**config.mk**
```make
export PLATFORM = sky130hd
export DESIGN_NAME = bbc_stack_ram
export DESIGN_NICKNAME = d
export VERILOG_FILES = /design/src/rtl/bbc_pkg.sv /design/src/rtl/bbc_stack_ram.sv
export SDC_FILE = /design/constraint.sdc
export NUM_CORES = 1
export LEC_CHECK = 0
export ABC_CLOCK_PERIOD_IN_PS = 2700
export BUFFER_PORTS_ARGS = -buffer_cell sky130_fd_sc_hd__buf_2
export CORE_ASPECT_RATIO = 1.75
export CORE_MARGIN = 2
export CORE_UTILIZATION = 45
export DETAILED_ROUTE_END_ITERATION = 6
export PLACE_DENSITY = 0.6
export SLEW_MARGIN = 20
export SYNTH_ARGS = -nofsm -noshare
export SYNTH_HDL_FRONTEND = slang
export SYNTH_SLANG_ARGS = --single-unit
```
**constraint.sdc**
```tcl
create_clock -name clk -period 2.7 [get_ports clk]
set_clock_uncertainty 0.05 [all_clocks]
set_input_delay 0.405 -clock clk [delete_from_list [all_inputs] [get_ports clk]]
set_output_delay 0.405 -clock clk [all_outputs]
set_load 0.02 [all_outputs]
```
**src/rtl/bbc_pkg.sv**
```systemverilog
// ---------------------------------------------------------------------------
// bbc_pkg
// types, byte codes and bracket decode for the bracket balance checker
// ---------------------------------------------------------------------------
`default_nettype none

package bbc_pkg;

  typedef logic [7:0]  char_t;
  typedef logic [15:0] bpos_t;
  typedef logic [1:0]  kind_t;

  localparam kind_t KIND_PAREN  = 2'd0;
  localparam kind_t KIND_BRACE  = 2'd1;
  localparam kind_t KIND_SQUARE = 2'd2;
  localparam kind_t KIND_NONE   = 2'd3;

  localparam char_t CH_LPAREN = 8'h28;
  localparam char_t CH_RPAREN = 8'h29;
  localparam char_t CH_LBRACE = 8'h7B;
  localparam char_t CH_RBRACE = 8'h7D;
  localparam char_t CH_LSQUARE = 8'h5B;
  localparam char_t CH_RSQUARE = 8'h5D;
  localparam char_t CH_SPACE  = 8'h20;

  function automatic kind_t open_kind(input char_t c);
    case (c)
      CH_LPAREN:  open_kind = KIND_PAREN;
      CH_LBRACE:  open_kind = KIND_BRACE;
      CH_LSQUARE: open_kind = KIND_SQUARE;
      default:    open_kind = KIND_NONE;
    endcase
  endfunction

  function automatic kind_t close_kind(input char_t c);
    case (c)
      CH_RPAREN:  close_kind = KIND_PAREN;
      CH_RBRACE:  close_kind = KIND_BRACE;
      CH_RSQUARE: close_kind = KIND_SQUARE;
      default:    close_kind = KIND_NONE;
    endcase
  endfunction

endpackage

`default_nettype wire

```
**src/rtl/bbc_stack_ram.sv**
```systemverilog
// ---------------------------------------------------------------------------
// bbc_stack_ram
// one write, one read port stack memory, registered read, write-first bypass
// ---------------------------------------------------------------------------
`default_nettype none

module bbc_stack_ram #(
  parameter int DEPTH = 64,
  parameter int AW    = 6
) (
  input  wire logic                clk,
  input  wire logic                wr_en,
  input  wire logic [AW-1:0]       wr_addr,
  input  wire bbc_pkg::kind_t      wr_data,
  input  wire logic [AW-1:0]       rd_addr,
  output bbc_pkg::kind_t           rd_data
);

  bbc_pkg::kind_t mem [DEPTH];
  bbc_pkg::kind_t rd_data_r;

  always_ff @(posedge clk) begin
    if (wr_en) begin
      mem[wr_addr] <= wr_data;
    end
  end

  // same-address write is forwarded so the read sees the new entry
  always_ff @(posedge clk) begin
    if (wr_en && (wr_addr == rd_addr)) begin
      rd_data_r <= wr_data;
    end else begin
      rd_data_r <= mem[rd_addr];
    end
  end

  assign rd_data = rd_data_r;

endmodule

`default_nettype wire

```
==> impl_metrics.tcl, run 1 <==
set metrics [dict create \
    cp_top_family "compound AO/OA/AOI/OAI gates" \
    crit_arrival_ns 2.36 \
    slowest_stage "mux4_2" \
    synth-edff-count 128 \
    root_buffer "clkbuf_16" \
    tightest_slew_ns 0.641 \
    cts-buffers-inserted 17 \
    min_period_ns 2.82 \
    violations "negative setup slack" \
    synth_ff_type "edfxtp_1" \
    antenna_cells 0 \
    cts_buffer_depth 2 \
    drc_errors 0 \
    cts.sinks 134 \
    routed_wl_mm 12.1 \
    slowest_delay_ns 0.50 \
    required_ns 2.25 \
    htreeDepth 4 \
    path_buf_inv 2 \
    timing.final.hold_violations 0 \
    grt_pass1_wl_mm 18.5 \
    crit_cells 7 \
    syn_area_per_cell_sq_um 16.7 \
    ant_nets 0 \
    regArea_sq_um 3970 \
    final_util_pct 53.7 \
    grt_pass1_vias 3318 \
    synth_nets 344 \
    vias_per_cell 5.91 \
    avgRoutedWirePerCell_microns 23.6 \
    place_congestion 0.812 \
    fin_hold_ws_ns 0.0439 \
    endpoint_kind "output port" \
    grt_antenna_before_repair 0 \
    vias 3038 \
    timing.fmax_mhz 355 \
    powerDensity_nw_per_um2 723 \
    postSynth.asyncResetShare_pct 0 \
    synth_top_area_cell "edfxtp_1" \
    min_path_cells 1 \
    crit_chain "buf_12 > mux4_2 > a22o_1 > o21ai_2 > a21oi_2 > a211o_1 > buf_4" \
    slew_headroom_pct 57.1 \
    num_rows 53 \
    top_register "mem" \
    drive_gt1_share_pct 26.5 \
    outcome "complete, but fails checks" \
    largest_register_ffs 128 \
    worstSetupStartpointType "flop" \
    multiInputGateArea_sq_um 1440 \
    max-cap-violations 0 \
    synth_commonest_cells "edfxtp_1, nor2_1, mux4_2" \
    dr.pass1.iters 4 \
    tns_ns -0.196 \
    finalMaxSlewViolations 0 \
    ys_top_cells_by_area "edfxtp_1, mux4_2, nor2_1" \
    grt.overflow.total 0 \
    peakVddDrop_mv 0.404 \
    clkTransAtPathRegs_ns 0.06 \
    ys_warn_count 0 \
    rsz0062_at_grt "true" \
    postCtsHoldBufs 0 \
    ys_ff_latch 134 \
    layout.nets 380 \
    start_util_pct 45.9 \
    io_buffers 17 \
    p_leak_nw 2.06 \
    netlist_area_sq_um 5480 \
    nFillCells 986 \
    die_w_microns 87.4 \
    area_growth_pct 17.0 \
    ys_types 37 \
    dieArea_sq_um 13100 \
    reg_top3 "mem x128" \
    syn_inst 328 \
    hpwl_mm 8.05 \
    synth.most_common_cell "edfxtp_1" \
    period_share_pct 104 \
    cp_max_fo 7 \
    num_io_pins 18 \
    grt_usage_pct 20.4 \
    path_class "flop to output port" \
    core_area_sq_um 11900 \
    cts_tree "built" \
    yosysSeqAreaShare_pct 72.4 \
    die_h_microns 150 \
    min_path_type "input port to flop" \
    synth_top_area_share_pct 70.2 \
    grt_start_max_net_pins 40 \
    endpoint "rd_data[0]" \
    setup_viol 2 \
    setup_slack_ns -0.120 \
    first_iter_violations 270 \
]
[cell families after synthesis]
| family | share of synthesized area (%) |
|---|---|
| AND/OR/NAND/NOR | 9.48 |
| multiplexers | 13.0 |
| flip-flops | 72.4 |
| buffers and inverters | 1.76 |
| AO/OA/AOI/OAI | 3.36 |
[layout make-up]
cell class	instances	share of cell area [%]
sequential	134	61.9
tap	137	2.67
timing repair buffer	34	4.57
multi-input combinational	176	22.4
inverter	1	0.0586
clock inverter	12	1.25
clock buffer	20	7.12
[worst min-delay path by stage]
stage / endpoint / startpoint / slack [ns]
floorplan: flop / rd_addr[0] / 0.38
global placement: flop / rd_addr[2] / 0.46
detailed placement: flop / rd_addr[4] / 0.46
CTS: flop / rd_addr[5] / 0.03
global route: flop / rd_addr[4] / 0.02
finish: flop / rd_addr[5] / 0.04
[power by group]
group | internal (mW) | total (mW) | switching (mW)
Clock | 1.22 | 2.06 | 0.848
Combinational | 0.111 | 0.259 | 0.147
Sequential | 2.29 | 2.31 | 0.0178
[per-stage QoR]
stage	setup slack (ns)	std cells	cell area (sq um)	total power, mW
6_report	-0.120	514	6410	4.63
2_1_floorplan	0.439	328	5480	2.49
3_3_place_gp	0.165	474	5750	2.59
5_1_grt	-0.199	514	6410	4.76
3_5_place_dp	0.159	474	5750	2.59
4_1_cts	-0.159	513	6400	4.65
[placed cells by master (no fill, tap or decap), types with 3 or more instances in the layout]
master | synthesis | final
clkbuf_16 | 0 | 17
clkinv_2 | 0 | 4
nor2b_1 | 7 | 7
buf_12 | 0 | 3
a22oi_1 | 6 | 5
nand2_1 | 14 | 14
edfxtp_1 | 128 | 128
buf_2 | 2 | 16
nand3_1 | 7 | 7
nor2_1 | 70 | 70
nand3b_1 | 4 | 4
buf_4 | 1 | 13
mux2i_1 | 5 | 5
mux4_2 | 29 | 29
dfxtp_1 | 6 | 5
clkinvlp_4 | 0 | 4
nand2b_1 | 4 | 4
[timing repair]
action	CTS	global route
gates cloned	2	0
buffers inserted	5	1
resized for setup	9	2
pin swaps	3	1
endpoints found under the setup margin	2	2
[layer usage]
metal	GRT usage [%]	routed length, microns	vias up
met1	22.1	4180	1540
met2	35.6	6790	106
met5	0	0	-
met4	10.2	518	0
li1	-	-	1356
met3	5.79	644	36
No activity file was read; power rests on OpenSTA's default activity.
==> run 2: changes to the inputs <==
--- a/config.mk
+++ b/config.mk
@@ -12,6 +12,7 @@
 export CORE_UTILIZATION = 45
 export DETAILED_ROUTE_END_ITERATION = 6
 export PLACE_DENSITY = 0.6
+export SKIP_CTS_REPAIR_TIMING = 1
 export SLEW_MARGIN = 20
 export SYNTH_ARGS = -nofsm -noshare
 export SYNTH_HDL_FRONTEND = slang
==> impl_metrics.tcl, run 2 (same netlist as run 1, synthesis figures left out) <==
set metrics [dict create \
    outcome "complete, but fails checks" \
    violations "negative setup slack" \
    p_int_mw 3.63 \
    rsz0062_at_grt "true" \
    top_register "mem" \
    slowest_delay_ns 0.51 \
    cts_tree "built" \
    path_buf_inv 2 \
    die_w_microns 87.4 \
    tightest_slew_ns 0.612 \
    grt_pass1_vias 3286 \
    placed_cells 474 \
    root_buffer "clkbuf_16" \
    powerDensity_nw_per_um2 719 \
    drive_gt1_share_pct 28.2 \
    io_buffers 17 \
    mostFrequentLayoutCells "edfxtp_1, nor2_1, mux4_2" \
    clockPowerShare_pct 44.5 \
    crit_chain "buf_12 > mux4_2 > a22o_1 > o21ai_2 > a21oi_2 > a211o_1 > buf_6" \
    vias 3036 \
    start_util_pct 45.9 \
    layout.nets 382 \
    setup_viol 2 \
    area_growth_pct 17.9 \
    path_class "flop to output port" \
    worstSetupStartpointType "flop" \
    drc_errors 0 \
    placed_cell_area_sq_um 5750 \
    antenna_cells 0 \
    p_leak_nw 2.07 \
    grt_pass1_wl_mm 18.1 \
    timing.final.hold_violations 0 \
    pwr-share-seq_pct 49.8 \
    grt_antenna_before_repair 0 \
    finalMaxSlewViolations 0 \
    mostFrequentLayoutCell "edfxtp_1" \
    vias_per_cell 5.88 \
    first_iter_violations 232 \
    grt.overflow.total 0 \
    setup_slack_ns -0.108 \
    grt_usage_pct 19.9 \
    cp_max_fo 7 \
    instances_no_fill 516 \
    slowest_stage "mux4_2" \
    max-cap-violations 0 \
    die_h_microns 150 \
    dr.pass1.iters 4 \
    cts.sinks 134 \
    min_period_ns 2.81 \
    cts-buffers-inserted 17 \
    min_path_cells 1 \
    peakVddDrop_mv 0.416 \
    cp_top_family "compound AO/OA/AOI/OAI gates" \
    avgRoutedWirePerCell_microns 23.5 \
    largest_register_ffs 128 \
    ant_nets 0 \
    core_area_sq_um 11900 \
    sw_frac_of_total_pct 21.9 \
    dieArea_sq_um 13100 \
    clkTransAtPathRegs_ns 0.05 \
    worstHoldStart "rd_addr[2]" \
    place_congestion 0.812 \
    cts_buffer_depth 2 \
    htreeDepth 4 \
    power.switching_mw 1.02 \
    required_ns 2.25 \
    routed_wl_mm 12.1 \
    num_rows 53 \
    fin_hold_ws_ns 0.0422 \
    slew_headroom_pct 59.1 \
    endpoint_kind "output port" \
    min_path_type "input port to flop" \
    reg_top3 "mem x128" \
    final_util_pct 54.1 \
    postLayoutCellArea_sq_um 6460 \
    period_share_pct 104 \
    timing.fmax_mhz 356 \
    crit_arrival_ns 2.35 \
    power_frac_comb_pct 5.7 \
    hpwl_mm 8.05 \
    grt_start_max_net_pins 40 \
    num_io_pins 18 \
]
run 2: per-layer routing:
| layer | GRT usage, % | wire length (microns) |
|---|---|---|
| met3 | 5.74 | 544 |
| met5 | 0 | 0 |
| met1 | 21.8 | 4280 |
| met2 | 34.6 | 6880 |
| met4 | 9.54 | 408 |
run 2: through the flow:
stage	worst slack [ns]	TNS [ns]	power [mW]
after CTS	-0.305	-0.508	4.63
after detailed placement	0.159	0	2.59
after global placement	0.165	0	2.59
final	-0.108	-0.195	4.64
after global routing	-0.172	-0.330	4.77
after floorplan	0.439	0	2.49
run 2: area by class of cell:
| type | instances | area (sq um) |
|---|---|---|
| fill | 980 | 5480 |
| sequential | 134 | 3970 |
| multi-input combinational | 176 | 1460 |
| clock buffer | 20 | 457 |
| timing repair buffer | 36 | 323 |
| tap | 137 | 171 |
| clock inverter | 12 | 80.1 |
| inverter | 1 | 3.75 |
run 2: power groups by stage:
stage | clock, mW | combinational [mW] | sequential (mW)
3_5_place_dp | 0 | 0.236 | 2.35
3_3_place_gp | 0 | 0.233 | 2.35
5_1_grt | 2.17 | 0.286 | 2.31
4_1_cts | 2.09 | 0.237 | 2.31
2_1_floorplan | 0 | 0.146 | 2.34
6_report | 2.07 | 0.266 | 2.31
run 2: worst max-delay path by stage:
| stage | start | to | slack [ns] | cells past startpoint |
|---|---|---|---|---|
| 3_5_place_dp | flop | rd_data[0] | 0.16 | 7 |
| 6_report | flop | rd_data[0] | -0.11 | 7 |
| 3_3_place_gp | flop | rd_data[0] | 0.17 | 7 |
| 4_1_cts | flop | rd_data[0] | -0.31 | 7 |
| 5_1_grt | flop | rd_data[0] | -0.17 | 7 |
| 2_1_floorplan | flop | rd_data[1] | 0.44 | 7 |
